File: src/rtl/dot_star_regex_matcher_core_assert.svh
// Assertion helpers shared by the matcher modules.
`ifndef DOT_STAR_REGEX_MATCHER_CORE_ASSERT_SVH
`define DOT_STAR_REGEX_MATCHER_CORE_ASSERT_SVH

// Check on every rising edge of clk, idle while arst_n is low.
`define DSRM_ASSERT(lbl, prop, msg) \
	lbl: assert property (@(posedge clk) disable iff (!arst_n) prop) else $error(msg);

// Check on every rising edge of clk, reset included.
`define DSRM_ASSERT_ALWAYS(lbl, prop, msg) \
	lbl: assert property (@(posedge clk) prop) else $error(msg);

`endif

File: src/rtl/dsrm_pkg.sv
package dsrm_pkg;

	typedef enum logic [1:0] {
		CMD_CLEAR   = 2'd0,
		CMD_APPEND  = 2'd1,
		CMD_RESTART = 2'd2,
		CMD_TEXT    = 2'd3
	} cmd_t;

	localparam logic [7:0] CH_ANY  = 8'h2E;
	localparam logic [7:0] CH_STAR = 8'h2A;

	localparam int COUNT_OUT_W = 5;

	// controller to datapath
	typedef struct packed {
		logic accept;
		logic prep;
		logic step;
		logic finish;
	} dsrm_ctl_t;

	// datapath to controller
	typedef struct packed {
		logic last_step;
	} dsrm_status_t;

endpackage

File: src/rtl/dsrm_ctrl.sv
module dsrm_ctrl
	import dsrm_pkg::*;
(
	input  logic         clk,
	input  logic         arst_n,
	input  logic         s_tvalid,
	output logic         s_tready,
	output logic         m_tvalid,
	input  logic         m_tready,
	input  dsrm_status_t status,
	output dsrm_ctl_t    ctl
);

	typedef enum logic [1:0] {
		ST_IDLE,
		ST_PREP,
		ST_CLOSE,
		ST_FINISH
	} state_t;

	state_t state_q;
	logic   ready_q;
	logic   mvalid_q;
	logic   out_free;

	assign s_tready = ready_q;
	assign m_tvalid = mvalid_q;
	assign out_free = !mvalid_q || m_tready;

	always_comb begin
		ctl.accept = (state_q == ST_IDLE) && ready_q && s_tvalid;
		ctl.prep   = (state_q == ST_PREP);
		ctl.step   = (state_q == ST_CLOSE);
		ctl.finish = (state_q == ST_FINISH) && out_free;
	end

	always_ff @(posedge clk or negedge arst_n) begin
		if (!arst_n) begin
			state_q  <= ST_IDLE;
			ready_q  <= 1'b1;
			mvalid_q <= 1'b0;
		end else begin
			if (ctl.finish) begin
				mvalid_q <= 1'b1;
			end else if (m_tready) begin
				mvalid_q <= 1'b0;
			end
			case (state_q)
				ST_IDLE: begin
					if (ctl.accept) begin
						ready_q <= 1'b0;
						state_q <= ST_PREP;
					end
				end
				ST_PREP: begin
					state_q <= ST_CLOSE;
				end
				ST_CLOSE: begin
					if (status.last_step) begin
						state_q <= ST_FINISH;
					end
				end
				ST_FINISH: begin
					// hold the result until the output register frees up
					if (out_free) begin
						ready_q  <= 1'b1;
						state_q  <= ST_IDLE;
					end
				end
				default: begin
					state_q <= ST_IDLE;
					ready_q <= 1'b1;
				end
			endcase
		end
	end

	`include "dot_star_regex_matcher_core_assert.svh"

	`DSRM_ASSERT(a_one_item_in_work, (s_tvalid && s_tready) |=> !s_tready, "second beat taken while an item is in work")
	`DSRM_ASSERT(a_no_result_overwrite, ctl.finish |-> (!mvalid_q || m_tready), "pending result overwritten")
	`DSRM_ASSERT(a_step_while_busy, (ctl.step || ctl.prep) |-> !s_tready, "closure runs while input is open")

endmodule

File: src/rtl/dsrm_datapath.sv
module dsrm_datapath
	import dsrm_pkg::*;
#(
	parameter int MAX_ELEMENTS = 16
) (
	input  logic                   clk,
	input  logic                   arst_n,
	input  dsrm_ctl_t              ctl,
	input  logic [1:0]             in_cmd,
	input  logic [7:0]             in_byte,
	output dsrm_status_t           status,
	output logic                   full_match,
	output logic                   pattern_overflow,
	output logic [COUNT_OUT_W-1:0] element_count_out
);

	localparam int W     = MAX_ELEMENTS + 1;
	localparam int CW    = $clog2(MAX_ELEMENTS + 1);
	localparam int IW    = (MAX_ELEMENTS > 1) ? $clog2(MAX_ELEMENTS) : 1;
	localparam int NSTEP = CW;
	localparam int XW    = (CW > COUNT_OUT_W) ? CW : COUNT_OUT_W;

	logic [7:0]       chars_q [MAX_ELEMENTS];
	logic             star_q  [MAX_ELEMENTS];
	logic [CW-1:0]    cnt_q;
	logic [W-1:0]     vec_q;
	logic [W-1:0]     p_q;
	logic [NSTEP-1:0] sh_q;
	cmd_t             op_q;
	logic [7:0]       byte_q;
	logic             ovf_q;

	logic             fm_q;
	logic             ovf_out_q;
	logic [CW-1:0]    cnt_out_q;

	cmd_t             cmd;
	logic [CW-1:0]    last_idx;
	logic             star_ok;
	logic [W-1:0]     g_init;
	logic [W-1:0]     p_init;
	logic [XW-1:0]    cnt_x;

	assign cmd      = cmd_t'(in_cmd);
	assign last_idx = cnt_q - CW'(1);
	assign star_ok  = (in_byte == CH_STAR) && (cnt_q != '0) && !star_q[last_idx[IW-1:0]];

	// Seed vector and star propagate flags; bit j+1 belongs to element j.
	always_comb begin
		g_init    = '0;
		p_init    = '0;
		g_init[0] = (op_q != CMD_TEXT);
		for (int j = 0; j < MAX_ELEMENTS; j++) begin
			logic valid;
			logic hit;
			logic prev;
			valid = CW'(j) < cnt_q;
			hit   = (chars_q[j] == CH_ANY) || (chars_q[j] == byte_q);
			prev  = star_q[j] ? vec_q[j+1] : vec_q[j];
			p_init[j+1] = valid && star_q[j];
			if (op_q == CMD_TEXT) begin
				g_init[j+1] = valid && hit && prev;
			end
		end
	end

	assign status.last_step = sh_q[NSTEP-1];

	always_ff @(posedge clk or negedge arst_n) begin
		if (!arst_n) begin
			cnt_q <= '0;
			vec_q <= W'(1);
		end else begin
			if (ctl.accept) begin
				case (cmd)
					CMD_CLEAR: begin
						cnt_q <= '0;
					end
					CMD_APPEND: begin
						if (!star_ok && (cnt_q < CW'(MAX_ELEMENTS))) begin
							cnt_q <= cnt_q + CW'(1);
						end
					end
					default: begin
					end
				endcase
			end
			if (ctl.prep) begin
				vec_q <= g_init;
			end
			// one doubling of the star-run prefix per step
			if (ctl.step) begin
				vec_q <= vec_q | (p_q & (vec_q << sh_q));
			end
		end
	end

	always_ff @(posedge clk) begin
		if (ctl.accept) begin
			op_q   <= cmd;
			byte_q <= in_byte;
			ovf_q  <= 1'b0;
			if (cmd == CMD_APPEND) begin
				if (star_ok) begin
					star_q[last_idx[IW-1:0]] <= 1'b1;
				end else if (cnt_q < CW'(MAX_ELEMENTS)) begin
					chars_q[cnt_q[IW-1:0]] <= in_byte;
					star_q[cnt_q[IW-1:0]]  <= 1'b0;
				end else begin
					ovf_q <= 1'b1;
				end
			end
		end
		if (ctl.prep) begin
			p_q  <= p_init;
			sh_q <= NSTEP'(1);
		end
		if (ctl.step) begin
			p_q  <= p_q & (p_q << sh_q);
			sh_q <= sh_q << 1;
		end
		if (ctl.finish) begin
			fm_q      <= vec_q[cnt_q];
			ovf_out_q <= ovf_q;
			cnt_out_q <= cnt_q;
		end
	end

	assign cnt_x             = XW'(cnt_out_q);
	assign full_match        = fm_q;
	assign pattern_overflow  = ovf_out_q;
	assign element_count_out = cnt_x[COUNT_OUT_W-1:0];

	`include "dot_star_regex_matcher_core_assert.svh"

	`DSRM_ASSERT(a_count_bound, (cnt_q <= CW'(MAX_ELEMENTS)), "element count above store depth")

endmodule

File: src/rtl/dot_star_regex_matcher_core.sv
// Whole-string matcher for patterns of literal bytes, '.' and '*', kept as
// up to MAX_ELEMENTS elements. Each input beat carries a command in tuser
// (clear pattern, append pattern byte, restart text, text byte) and a byte in
// tdata, and yields exactly one result beat: full match flag, overflow flag
// for a dropped append, and the element count. From acceptance an item
// passes through a prep state, the star-run closure and a finish state to
// the result register, and the next beat is taken only after that; the
// closure is a log-step prefix over the match vector that doubles its reach
// once per cycle. A finished result may wait on the output side while the
// next item is accepted.
module dot_star_regex_matcher_core
	import dsrm_pkg::*;
#(
	parameter int MAX_ELEMENTS = 16
) (
	input  logic       clk,
	input  logic       arst_n,
	input  logic       s_tvalid,
	output logic       s_tready,
	input  logic [7:0] s_tdata,  // [7:0] data_byte
	input  logic [1:0] s_tuser,  // [1:0] cmd
	output logic       m_tvalid,
	input  logic       m_tready,
	output logic [7:0] m_tdata   // [0] full_match, [1] pattern_overflow,
	                             // [6:2] element_count_out, [7] zero
);

	dsrm_ctl_t              ctl;
	dsrm_status_t           status;
	logic                   full_match;
	logic                   pattern_overflow;
	logic [COUNT_OUT_W-1:0] element_count_out;

	dsrm_ctrl u_ctrl (
		.clk      (clk),
		.arst_n   (arst_n),
		.s_tvalid (s_tvalid),
		.s_tready (s_tready),
		.m_tvalid (m_tvalid),
		.m_tready (m_tready),
		.status   (status),
		.ctl      (ctl)
	);

	dsrm_datapath #(
		.MAX_ELEMENTS (MAX_ELEMENTS)
	) u_datapath (
		.clk               (clk),
		.arst_n            (arst_n),
		.ctl               (ctl),
		.in_cmd            (s_tuser),
		.in_byte           (s_tdata),
		.status            (status),
		.full_match        (full_match),
		.pattern_overflow  (pattern_overflow),
		.element_count_out (element_count_out)
	);

	assign m_tdata = {1'b0, element_count_out, pattern_overflow, full_match};

endmodule
File: config.mk
export PLATFORM = sky130hd
export DESIGN_NAME = dot_star_regex_matcher_core
export DESIGN_NICKNAME = d
export VERILOG_FILES = /design/src/rtl/dsrm_pkg.sv /design/src/rtl/dsrm_ctrl.sv /design/src/rtl/dsrm_datapath.sv /design/src/rtl/dot_star_regex_matcher_core.sv
export VERILOG_INCLUDE_DIRS = /design/src /design/src/rtl
export SDC_FILE = /design/constraint.sdc
export NUM_CORES = 1
export LEC_CHECK = 0
export BUFFER_PORTS_ARGS = -buffer_cell sky130_fd_sc_hd__buf_2
export CAP_MARGIN = 10
export CORE_MARGIN = 5
export CORE_UTILIZATION = 60
export CTS_BUF_LIST = sky130_fd_sc_hd__clkbuf_4
export CTS_CLUSTER_DIAMETER = 60
export DETAILED_ROUTE_END_ITERATION = 6
export PLACE_DENSITY = 0.78
export SLEW_MARGIN = 5
export SYNTH_ARGS = -nofsm -noshare
export SYNTH_HDL_FRONTEND = slang
export SYNTH_SLANG_ARGS = --single-unit
export TNS_END_PERCENT = 30
File: constraint.sdc
create_clock -name clk -period 4.8 [get_ports clk]
set_input_delay 0.96 -clock clk [delete_from_list [all_inputs] [get_ports clk]]
set_output_delay 0.96 -clock clk [all_outputs]
set_load 0.1 [all_outputs]
* Word level (Yosys, flattened, before mapping)
Memory sizes are Yosys's and may differ from the RTL's. Index checks and enable logic that the tools add are counted.
Storage, ports and cells: input bits 14, RAM bits 144, output and inout bits 10, memories 2, logic and storage cells 235, register bits 66
Operators by class: add/sub/neg operators 2, muxes and demuxes 64, bitwise gates (word level) 4, eq/ne operators 43, magnitude comparators 18, shifts and indexed selects 2, reductions and logical operators 86
Memories:
- u_datapath.chars_q | words 16, bits a word 8, rd ports 16, clocked after memory_dff 0, wr ports 1, line dsrm_datapath.sv:23 | logic [7:0] chars_q [MAX_ELEMENTS];
- u_datapath.star_q | words 16, bits a word 1, rd ports 17, clocked after memory_dff 0, wr ports 1, line dsrm_datapath.sv:24 | logic star_q [MAX_ELEMENTS];
Operators with widths (number):
- $eq A8 B6 Y1 const B | 17
- $eq A8 B8 Y1 | 16
- $mux W17 | 4
- $logic_and A1 B1 Y1 | 54
- $mux W1 | 49
- $lt A4 B5 Y1 const A | 8
- $and A17 B17 Y17 | 2
- $shl A17 B5 Y17 | 2
- $lt A3 B5 Y1 const A | 4
- $logic_or A1 B1 Y1 | 17
- $or A17 B17 Y17 | 1
- $mux W5 | 3
- $lt A1 B5 Y1 const A | 2
- $lt A2 B5 Y1 const A | 2
- $pmux W5 S2 | 1
- $reduce_and A3 Y1 | 3
- $pmux W2 S4 | 1
- $reduce_bool A2 Y1 | 4
- $eq A2 B2 Y1 const B | 3
- $lt A5 B6 Y1 const B | 1
- $mux W2 | 3
- $ne A2 B1 Y1 const B | 3
- $add A5 B1 Y5 const B | 1
- $bmux W1 S5 | 1
- 12 further kinds | 17

* Logic depth before layout (Yosys ltp)
Gate-level depths: netlist (run 1). An unclocked memory read counts as a cell.
depth after elaboration 10, depth in mapped cells 13

* Hierarchy
From an unflattened synthesis (run 1), not the netlist that was laid out.
Unflattened totals: cells, all modules 924, area, all modules 11549.8 µm²
Modules (own cells, without submodules):
- dsrm_datapath | instances 1, seq. area each 6067.1 µm², cells an instance 893, area each 11230.8 µm²
- dsrm_ctrl | instances 1, seq. area each 101.3 µm², cells an instance 27, area each 292.8 µm²
- dot_star_regex_matcher_core | instances 1, seq. area each 0.0 µm², cells an instance 4, area each 26.3 µm²

* Worst setup path before layout (run 1)
OpenSTA, ideal clock, no wires.
kind reg2reg, from register u_datapath.cnt_q[0], to memory u_datapath.chars_q[0][0] (enable), required time 4417 ps, path slack 1113 ps, cell stages (with the launch flop) 13, data arrival time 3303 ps, buffers on the path 4, period minus slack after synthesis 3687 ps, cells stage by stage dfrtp_1 -> buf_6 -> buf_2 -> inv_1 -> ha_1 -> buf_4 -> mux4_2 -> mux2i_1 -> mux2_4 -> a211oi_4 -> clkbuf_1 -> nand2_1 -> nor3_1
On the way: longest elaborated chain between the ends 8, elaborated cells between the ends (all ways) 12, classes of those cells 1 x add/sub; 1 x order compare; 5 x mux; 4 x reduce/logical; 1 x memory
RTL lines:
- start, declared | line dsrm_datapath.sv:25 | logic [CW-1:0] cnt_q;
- start signal, assigned | line dsrm_datapath.sv:81 | cnt_q <= cnt_q + CW'(1);
- $sub A4 B1 Y4 | line dsrm_datapath.sv:45 | assign last_idx = cnt_q - CW'(1);
- $mem_v2 Z16 W1
- $logic_not A1 Y1 | line dsrm_datapath.sv:46 | assign star_ok = (in_byte == CH_STAR) && (cnt_q != '0) && !star_q[last_idx[IW-1:0]];
- $logic_and A1 B1 Y1 | line dsrm_datapath.sv:46
- $mux W1 | line dsrm_datapath.sv:104 | if (star_ok) begin
- $mux W1 | line dsrm_datapath.sv:103 | if (cmd == CMD_APPEND) begin
- $mux W1 | line dsrm_datapath.sv:99 | if (ctl.accept) begin
- $mux W1 (implied by the code) | line dsrm_datapath.sv:107 | chars_q[cnt_q[IW-1:0]] <= in_byte;
- end, declared | line dsrm_datapath.sv:23
Several ways; a longest one is shown, not always the timed one.

* Final worst setup path (run 1)
from register u_datapath.cnt_q[1], to memory u_datapath.star_q[10] (enable)
On the way: longest elaborated chain between the ends 10, elaborated cells between the ends (all ways) 19, classes of those cells 1 x add/sub; 1 x order compare; 11 x mux; 5 x reduce/logical; 1 x memory
RTL lines:
- $sub A4 B1 Y4 | line dsrm_datapath.sv:45
- $mem_v2 Z16 W1
- $logic_not A1 Y1 | line dsrm_datapath.sv:46
- $logic_and A1 B1 Y1 | line dsrm_datapath.sv:46
- $mux W1 | line dsrm_datapath.sv:104
- $mux W1 | line dsrm_datapath.sv:103
- $mux W1 | line dsrm_datapath.sv:99
- $mux W1 (implied by the code) | line dsrm_datapath.sv:108 | star_q[cnt_q[IW-1:0]] <= 1'b0;
- $reduce_or A1 Y1 (no source line)
- $mux W4 (no source line) or $mux W1 (tied branches)
- end, declared | line dsrm_datapath.sv:24
Several ways; a longest one is shown, not always the timed one.

==> results of run 1 <==
## power groups by stage
| stage | combinational (uW) | clock [uW] | sequential [uW] |
|---|---|---|---|
| finish | 2270 | 1430 | 2600 |
| CTS | 2240 | 1460 | 2590 |
| global route | 2450 | 1570 | 2630 |
| detailed placement | 2230 | 0 | 2630 |
| global placement | 2200 | 0 | 2620 |
| floorplan | 1710 | 0 | 2560 |
## registers in the layout, summed over array words and instances, names as in the netlist
name,cells
u_datapath.chars_q,128
u_datapath.p_q,17
u_datapath.vec_q,17
u_datapath.star_q,16
u_datapath.byte_q,8
u_datapath.cnt_q,5
u_datapath.element_count_out,5
u_datapath.sh_q,5
u_ctrl.state_q,2
u_datapath.op_q,2
u_ctrl.m_tvalid,1
u_ctrl.s_tready,1
u_datapath.full_match,1
u_datapath.ovf_q,1
u_datapath.pattern_overflow,1
## cell type report
cell class / count / area, um^2
repair buffers: 43 / 267.8
diodes: 1 / 2.502
well taps: 234 / 292.8
clock buffers: 70 / 525.5
flip-flops and latches: 210 / 6170
clock inverters: 22 / 122.6
inverters: 15 / 56.30
multi-input cells: 652 / 4954
fillers: 1403 / 6377
## critical path: stages (launching register included)
cell	delay [ns]
dfrtp_1	0.56
clkinv_1	0.38
ha_1	0.59
mux4_2	0.54
mux2i_1	0.25
mux2_4	0.24
a211oi_4	0.06
buf_4	0.19
inv_2	0.33
o21ai_0	0.32
a211oi_1	0.33
## logic make-up after synthesis
group                      count (synthesis)  share of synthesized area
AOI/OAI and AO/OA                        165                    0.09154
xor gates and xnor gates                 129                    0.09930
adders and majority gates                 10                    0.01092
buffers and inverters                     74                    0.02895
DFF                                      210                     0.5386
muxes                                     84                     0.1020
other                                      1                  0.0003274
and+or+nand+nor                          263                     0.1284
## cell usage after synthesis (12+ instances only)
cell	count
xnor2_1	64
mux2i_1	44
dfrtp_1	24
nor4_1	25
mux4_2	24
a211oi_1	18
xor2_1	64
mux2_2	14
nand4_1	30
nor2_1	39
clkbuf_1	34
and3_1	13
nand3_1	13
a31oi_1	12
edfxtp_1	183
nand2b_1	15
o21ai_0	58
nor2b_1	15
nand2_1	53
and2_1	12
a21oi_1	27
## routing by layer
metal  wire, um  track usage
met5          0            0
met4        934       0.1012
met3       2064      0.04753
met2      13650       0.4266
met1      11490       0.3449
## worst max-delay path by stage
| stage | from | end | slack, ns | cells after the start |
|---|---|---|---|---|
| CTS | u_datapath.cnt_q[1] | u_datapath.star_q[10] | 0.64 | 10 |
| floorplan | u_datapath.cnt_q[0] | u_datapath.chars_q[0][0] | 1.11 | 12 |
| finish | u_datapath.cnt_q[1] | u_datapath.star_q[10] | 0.64 | 10 |
| global placement | u_datapath.cnt_q[1] | u_datapath.star_q[4] | 0.95 | 10 |
| global route | u_datapath.cnt_q[1] | u_datapath.star_q[10] | 0.34 | 10 |
| detailed placement | u_datapath.cnt_q[1] | u_datapath.star_q[11] | 0.71 | 10 |
## metrics by stage
stage / instance area [um^2] / hold slack, ns / utilization / setup slack [ns]
6_report: 12390 / 0.3064 / 0.6602 / 0.6351
5_1_grt: 12390 / 0.3318 / 0.6602 / 0.3435
4_1_cts: 12390 / 0.2726 / 0.6601 / 0.6421
3_5_place_dp: 11740 / 0.4061 / 0.6255 / 0.7123
3_3_place_gp: 11740 / 0.4033 / 0.6255 / 0.9475
2_1_floorplan: 11450 / 0.4003 / - / 1.113
==> impl_results.md, run 1 <==
* Outcome: complete, no violations
* Sequential Power Share at 0.413
* Switching share of total power at 0.3926
* Yosys top cell area share at 0.4798
* Post-CTS sizing at 0
* Critical path peak fanout at 28
* NetSw at ~2500 uW
* Die height at 148.2 um
* I/O Pins at 24
* Comb power frac at 0.360
* Die Footprint at 0.02195 mm^2
* Mapped Nets at 960
* Worst-path clk slew at around 0.080 ns
* Core Region at 0.01877 mm^2
* WP data arrival at 4.47 ns
* Setup bufs post-CTS at 0
* First-pass GRT wire length at 44130 um
* GRT overflow at 0
* Fin nets at 997
* Top post-synthesis cells by area: edfxtp_1, dfrtp_1, xnor2_1
* Layout cells sized above 1 at 0.1700
* CTS max path bufs at 3
* Largest net degree at the start of global routing at 37
* Hold crit path type: input port to async pin
* Min Tclk post-route at between 4 and 5 ns
* Routed via count at 8065
* Pint at between 3000 and 4000 uW
* Commonest non-fill, non-tap cell in the layout: edfxtp_1
* CP Capture Type: flip-flop
* Async set or reset register ratio after synthesis at 0.1238
* Mapped cell area at 0.01145 mm^2
* Residual DRC at 0
* TNS Setup at 0 ns
* Slew margin rel. at 0.1995
* Pins over their slew limit at 0
* Leakage at 0.004281 uW
* WS Path Type: flip-flop to flip-flop
* Fmax at between 200 and 250 MHz
* Total power at 6303 uW
* Row count at 50
* TritonRoute pass-1 iters at 5
* Reg2Reg Depth at 10
* Max H-tree Level at 2
* Number of buffers inserted by port buffering at 22
* Starting density of the core at 0.6103
* Worst path required time at 5.11 ns
* Final Hold Vio Count at 0
* Total Routing Usage GR at 0.2590
* Reg2Reg Setup Slack at 0.64 ns
* Startpoint types: flip-flop
* Most frequent cells in the layout: edfxtp_1, clkbuf_4, xnor2_1, xor2_1, o21ai_0
* Dpl hpwl at between 15000 and 20000 um
* Post-Syn Area per Cell at 12.24 um^2
* Seq/Total Area, Yosys at 0.5386
* Hold_buf cts at 0
* Fin cells at 1247
* Drt initial violations at ~820
* Via density at between 6 and 7
* MaxCap Viol Count at 0
* Num CTS Buffers at 51
* Worst reg2reg endpoint: u_datapath.star_q[10]
* Final antenna-violating net count at 0
* Setup violators final at 0
* Initial antenna violation count at 1
* Root buf cell: clkbuf_4
* Routed wire length per instance at 22.57 um
* Yosys reg bits at 210
* Post-synth EDFFs at 183
* Max Clock Skew at between 0.05 and 0.06 ns
* Peak VDD IR at 0.0003044 V
* Synth Flop Type: edfxtp_1
* Width of the chip at 148.2 um
* Clock sink count at 210
* CTS tree: done
* Count of cell types in the netlist at 64
* RR Startpoint: u_datapath.cnt_q[1]
* Clock power share at 0.227
* Crit share post-route at 0.8677
* Final GP Congestion at about 0.90
* RSZ-0062 raised after global routing: no
* Syn Inst Count at between 900 and 1000
* Cell Pwr Density at about 500 mW/mm^2
* # placed instances at 1154
* Synth area leader: edfxtp_1
* Vias in the first global route at 8034
* Synth warn at 0
* Area Growth Syn to Fin at 8.182%
* Latest clock arrival within the worst-skew pair at 0.68 ns
* WL final at 28150 um
* Worst Tran Pin Value at 1.201 ns
Note: power is estimated with default switching activity, not from simulation.
==> inputs of run 2 (changes only) <==
--- a/config.mk
+++ b/config.mk
@@ -8,7 +8,7 @@
 export LEC_CHECK = 0
 export BUFFER_PORTS_ARGS = -buffer_cell sky130_fd_sc_hd__buf_2
 export CAP_MARGIN = 10
-export CORE_MARGIN = 5
+export CORE_MARGIN = 2
 export CORE_UTILIZATION = 60
 export CTS_BUF_LIST = sky130_fd_sc_hd__clkbuf_4
 export CTS_CLUSTER_DIAMETER = 60
==> run 2 against run 1 <==
Final area fell by 0.18%. Non-clock buffer count fell by 3. Critical path type unchanged. Critical endpoint is now u_datapath.star_q[0]. Register-to-register slack got worse by 0.03 ns. Via count rose by 1.1%. Highest routed layer unchanged. Setup slack got worse by 0.029 ns. Clock-buffer cell count rose by 2. Clock power barely moved. Cell count fell by 0.32%. Clock skew fell by 0.022 ns. Global-route usage rose by 3.5 points. Die area fell by 7.9%. Core utilization rose by 0.10 points.
==> impl_results.md, run 2 (synthesis gave the netlist of run 1 again) <==
* Clock sink count at 210 (unchanged)
* Latest clock arrival within the worst-skew pair at 0.69 ns (about the same)
* RSZ-0062 raised after global routing: no
* Die Footprint at 0.02021 mm^2 (-7.9%)
* Final antenna-violating net count at 0 (unchanged)
* Fmax at 238.4 MHz (-0.70%)
* Hold_buf cts at 0 (unchanged)
* Max reg flops at 128 (unchanged)
* Fin nets at 994 (-0.30%)
* Fillers at 1349 (-3.8%)
* Peak VDD IR at 0.0003105 V (+2.0%)
* Startpoint types: flip-flop
* Reg2Reg Setup Slack at 0.61 ns (-0.03 ns)
* WS Path Type: flip-flop to flip-flop
* Routed via count at 8156 (+1.1%)
* GRT overflow at 0 (unchanged)
* Post-CTS sizing at 0 (unchanged)
* Worst path required time at 5.16 ns (+0.05 ns)
* Fin Hold WS at 0.3020 ns (-0.004484 ns)
* Worst-path clk slew at 0.07 ns (about the same)
* Pins over their slew limit at 0 (unchanged)
* Residual DRC at 0 (unchanged)
* Placed inst area at 0.01172 mm^2 (-0.19%)
* TNS Setup at 0 ns (unchanged)
* Dpl hpwl at 18770 um (-0.33%)
* CTS tree: done
* Reg2Reg Depth at 9 (-1)
* Final Cell Area at 0.01237 mm^2 (-0.18%)
* Commonest non-fill, non-tap cell in the layout: edfxtp_1
* Cell Pwr Density at 512.5 mW/mm^2 (+0.74%)
* RR Startpoint: u_datapath.cnt_q[1]
* Core Region at 0.01871 mm^2 (-0.33%)
* Setup violators final at 0 (unchanged)
* Drt initial violations at 754 (-7.8%)
* Critical path peak fanout at 28 (unchanged)
* Register area at 0.006170 mm^2 (unchanged)
* WP data arrival at 4.55 ns (+0.08 ns)
* Worst reg2reg endpoint: u_datapath.star_q[0]
* Crit share post-route at 0.8738 (+0.006085)
* Max H-tree Level at 2 (unchanged)
* I/O Pins at 24 (unchanged)
* # placed instances at 1151 (-0.26%)
* Initial antenna violation count at 2 (+1)
* Worst Tran Pin Value at 1.039 ns (-0.1622 ns)
* CP Cell Sequence: clkinv_1 -> ha_1 -> mux4_2 -> mux2i_1 -> mux2_4 -> a211oi_4 -> inv_2 -> mux2_4 -> a211oi_1
* Largest net degree at the start of global routing at 45 (+22%)
* Hold crit path type: input port to async pin
* Crit path buffers/inverters at 2 (-1)
* Via density at 6.562 (+1.5%)
* Vias in the first global route at 8146 (+1.4%)
* TritonRoute pass-1 iters at 5 (unchanged)
* Outcome: complete, no violations
* Routed wire length per instance at 23.23 um (+2.9%)
* Crit path max-delay family: multiplexers
* Layout cells sized above 1 at 0.1680 (-0.001968)
* Fin cells at 1243 (-0.32%)
* Width of the chip at 142.2 um (-4.0%)
* Min Tclk post-route at 4.194 ns (+0.02921 ns)
* Max incr delay on CP at 0.60 ns (about the same)
* Root buf cell: clkbuf_4
* Area of the multi-input gates at 0.004954 mm^2 (unchanged)
* CP most frequent cell: mux2_4
* Leakage at 0.004267 uW (-0.32%)
* Num CTS Buffers at 51 (unchanged)
* MaxCap Viol Count at 0 (unchanged)
* Max Clock Skew at 0.03677 ns (-0.02197 ns)
* Most frequent cells in the layout: edfxtp_1, clkbuf_4, xnor2_1, xor2_1, o21ai_0
* Setup bufs post-CTS at 0 (unchanged)
* Die height at 142.2 um (-4.0%)
* Total Routing Usage GR at 0.2940 (+0.03502)
* Slew margin rel. at 0.3023 (+0.1028)
* First-pass GRT wire length at 44560 um (+0.99%)
* Setup crit start: u_datapath.cnt_q[1]
* CTS max path bufs at 3 (unchanged)
* Area Growth Syn to Fin at 7.985%
* Final GP Congestion at 0.9084 (+1.2%)
* Final Hold Vio Count at 0 (unchanged)
* Starting density of the core at 0.6123 (+0.002041)
* CP Capture Type: flip-flop
* WL final at 28870 um (+2.6%)
* Number of buffers inserted by port buffering at 22 (unchanged)
* Slowest CP cell: dfrtp_1
* Row count at 50 (unchanged)
## run 2: cell count changes in the layout (fill, tap and decap cells not counted)
cell,before,now
buf_4,21,18
clkinv_4,0,1
diode_2,1,3
clkbuf_4,70,72
clkinvlp_4,1,0
clkinv_1,18,15
clkinv_2,4,2
## run 2: per-layer routing
metal | track usage | up-vias | wire [um] | part of all wire
met5 | 0 | - | 0 | 0
met4 | 0.1363 | 0 | 1060 | 0.037
met3 | 0.06427 | 90 | 2410 | 0.083
met2 | 0.4816 | 429 | 14050 | 0.49
met1 | 0.3770 | 3969 | 11350 | 0.39
li1 | - | 3668 | - | -
## run 2: cell type report
class                           count  area share
Sequential cell                   210      0.4988
Multi-Input combinational cell    652      0.4005
Clock buffer                       72     0.04370
Tap cell                          234     0.02367
Timing Repair Buffer               40     0.01983
Clock inverter                     17    0.008295
Inverter                           15    0.004552
Antenna cell                        3   0.0006070
## run 2: where the power goes
group          switching [uW]  total [uW]  internal [uW]
Sequential                344        2590           2250
Combinational            1450        2290            838
Clock                     707        1450            747
## run 2: worst max-delay path by stage
stage / endpoint / slack, ns / depth (start not counted)
3_3_place_gp: u_datapath.star_q[12] / 0.95 / 9
2_1_floorplan: u_datapath.chars_q[0][0] / 1.11 / 12
4_1_cts: u_datapath.chars_q[12][5] / 0.67 / 8
3_5_place_dp: u_datapath.star_q[0] / 0.69 / 9
5_1_grt: u_datapath.chars_q[12][7] / 0.36 / 8
6_report: u_datapath.star_q[0] / 0.61 / 9
## run 2: through the flow
stage | total power, uW | utilization | setup WS [ns]
floorplan | 4271 | - | 1.113
global placement | 4801 | 0.6264 | 0.9486
detailed placement | 4854 | 0.6264 | 0.6926
CTS | 6305 | 0.6608 | 0.6705
global route | 6646 | 0.6611 | 0.3647
finish | 6338 | 0.6612 | 0.6059
## run 2: worst register-to-register path: cells and delay by family (launching register included)
kind	cells	cell delay (ns)
mux	4	1.23
fa+ha+maj	1	0.54
buf+inv	2	0.74
flops	1	0.60
compound gates	2	0.77
==> inputs of run 3 (changes only) <==
--- a/config.mk
+++ b/config.mk
@@ -14,6 +14,7 @@
 export CTS_CLUSTER_DIAMETER = 60
 export DETAILED_ROUTE_END_ITERATION = 6
 export PLACE_DENSITY = 0.78
+export RECOVER_POWER = 50
 export SLEW_MARGIN = 5
 export SYNTH_ARGS = -nofsm -noshare
 export SYNTH_HDL_FRONTEND = slang
==> run 3 against run 2 <==
Via count decreased by 0.65%. Setup slack improved by 0.023 ns. Non-clock buffer count unchanged. Cell count unchanged. The run now ends with capacitance limit, slew limit left. Largest power group unchanged. Critical path type unchanged. First-iteration DRC count decreased by 15%. Clock skew about the same. Hold slack improved by 0.12 ns. Critical endpoint is now u_datapath.star_q[3]. Clock-buffer cell count unchanged. Sequential share of layout area increased by 0.13 points. Core utilization decreased by 0.17 points.
==> impl_results.md, run 3 (synthesis gave the netlist of run 1 again) <==
* Outcome: finished, violations left
* Failing checks: capacitance limit, slew limit
* Pins over their slew limit at 57 (+57)
* RSZ-0062 raised after global routing: no
* Die height at 142.2 um (unchanged)
* CTS tree: done
* WS Path Type: flip-flop to flip-flop
* GRT overflow at 0 (unchanged)
* Total Routing Usage GR at 0.2940 (unchanged)
* I/O Pins at 24 (unchanged)
* Leakage at 0.004213 uW (-1.3%)
* Hold_buf cts at 0 (unchanged)
* Max H-tree Level at 2 (unchanged)
* Latest clock arrival within the worst-skew pair at 0.68 ns (about the same)
* Fmax at 239.7 MHz (+0.55%)
* Final antenna-violating net count at 0 (unchanged)
* Min Tclk post-route at 4.171 ns (-0.02291 ns)
* Initial antenna violation count at 2 (unchanged)
* Worst-path clk slew at 0.06 ns (about the same)
* Worst Tran Pin Value at 1.635 ns (+0.5964 ns)
* Row count at 50 (unchanged)
* Crit share post-route at 0.8690 (-0.004772)
* Max reg flops at 128 (unchanged)
* Setup bufs post-CTS at 0 (unchanged)
* Peak VDD IR at 0.0003143 V (+1.2%)
* Drt initial violations at 640 (-15%)
* Reg2Reg Depth at 9 (unchanged)
* Setup crit start: u_datapath.cnt_q[1]
* Core Region at 0.01871 mm^2 (unchanged)
* CP Capture Type: flip-flop
* Final Hold Vio Count at 0 (unchanged)
* Hold crit path type: flip-flop to flip-flop
* CP endpoint: u_datapath.star_q[3]
* Residual DRC at 0 (unchanged)
* Reg2Reg Setup Slack at 0.63 ns (+0.02 ns)
* Area Growth Syn to Fin at 7.702%
* # placed instances at 1151 (unchanged)
* Root buf cell: clkbuf_4
* Num CTS Buffers at 51 (unchanged)
* Cell Pwr Density at 512.9 mW/mm^2 (about the same)
* Number of buffers inserted by port buffering at 22 (unchanged)
* MaxCap Viol Count at 2 (+2)
* Vias in the first global route at 8146 (unchanged)
* Setup violators final at 0 (unchanged)
* Via density at 6.519 (-0.65%)
* Largest net degree at the start of global routing at 45 (unchanged)
* Slew margin rel. at -0.08999 (-0.3923)
* WL final at 28930 um (+0.18%)
* Routed via count at 8103 (-0.65%)
* Most frequent cells in the layout: edfxtp_1, clkbuf_4, xnor2_1, xor2_1, o21ai_0
* Post-CTS sizing at 0 (unchanged)
* Final GP Congestion at 0.9084 (unchanged)
* CTS max path bufs at 3 (unchanged)
* WP data arrival at 4.52 ns (-0.03 ns)
* Starting density of the core at 0.6123 (unchanged)
* Clock sink count at 210 (unchanged)
* TritonRoute pass-1 iters at 5 (unchanged)
* First-pass GRT wire length at 44560 um (unchanged)
* Worst path required time at 5.15 ns (about the same)
* Dpl hpwl at 18770 um (unchanged)
* Fin cells at 1243 (unchanged)
* TNS Setup at 0 ns (unchanged)
* Fin nets at 994 (unchanged)
* Critical path peak fanout at 28 (unchanged)
* Startpoint types: flip-flop
* Routed wire length per instance at 23.27 um (+0.18%)
* Width of the chip at 142.2 um (unchanged)
* Max Clock Skew at 0.03629 ns (-0.0004888 ns)
* Layout cells sized above 1 at 0.1521 (-0.01590)
* Worst reg2reg endpoint: u_datapath.star_q[3]
* Die Footprint at 0.02021 mm^2 (unchanged)
* RR Startpoint: u_datapath.cnt_q[1]
* Commonest non-fill, non-tap cell in the layout: edfxtp_1
run 3: cell types whose count changed in the layout (fill, tap and decap cells not counted):
cell,previous run,this run
clkbuf_1,0,16
and2_0,0,5
buf_4,18,13
and2_1,12,7
buf_2,22,11
run 3: cell type report:
class,instances,area (um^2)
antenna,3,7.507
clock buffer,72,540.5
clock inverter,17,102.6
fill,1361,6370
inverter,15,56.30
multi-input combinational,652,4954
sequential,210,6170
tap,234,292.8
timing repair buffer,40,212.7
run 3: worst min-delay path by stage:
stage	from	slack [ns]	endpoint	cells past startpoint
after global routing	u_datapath.ovf_q	0.43	u_datapath.pattern_overflow	0
after CTS	arst_n	0.30	u_datapath.vec_q[2]	1
final	u_datapath.ovf_q	0.42	u_datapath.pattern_overflow	0
after floorplan	u_datapath.ovf_q	0.40	u_datapath.pattern_overflow	0
after global placement	u_datapath.ovf_q	0.40	u_datapath.pattern_overflow	0
after detailed placement	u_datapath.ovf_q	0.41	u_datapath.pattern_overflow	0
run 3: critical path, cell delays in order, from the launching register on:
cell      delay [ns]
dfrtp_1         0.60
clkinv_1        0.40
ha_1            0.60
mux4_2          0.55
mux2i_1         0.23
mux2_4          0.23
a211oi_4        0.12
inv_2           0.41
o21ai_0         0.34
a211oi_1        0.37
run 3: where the power goes:
part           internal (uW)  total [uW]  switching, uW
Sequential              2250        2600            344
Clock                    747        1450            704
Combinational            822        2280           1450
run 3: per-layer routing:
layer,global-route usage,wire [um]
met1,0.3770,11400
met2,0.4816,14160
met3,0.06427,2349
met4,0.1363,1021
met5,0,0
run 3: metrics by stage:
step | hold slack, ns | power, uW | worst slack [ns] | utilization | cell area (um^2)
final | 0.4214 | 6326 | 0.6288 | 0.6595 | 12340
after global routing | 0.4272 | 6638 | 0.3635 | 0.6593 | 12330
after CTS | 0.2996 | 6305 | 0.6705 | 0.6608 | 12360
after detailed placement | 0.4074 | 4854 | 0.6926 | 0.6264 | 11720
after global placement | 0.4008 | 4801 | 0.9486 | 0.6264 | 11720
after floorplan | 0.4003 | 4271 | 1.113 | - | 11450
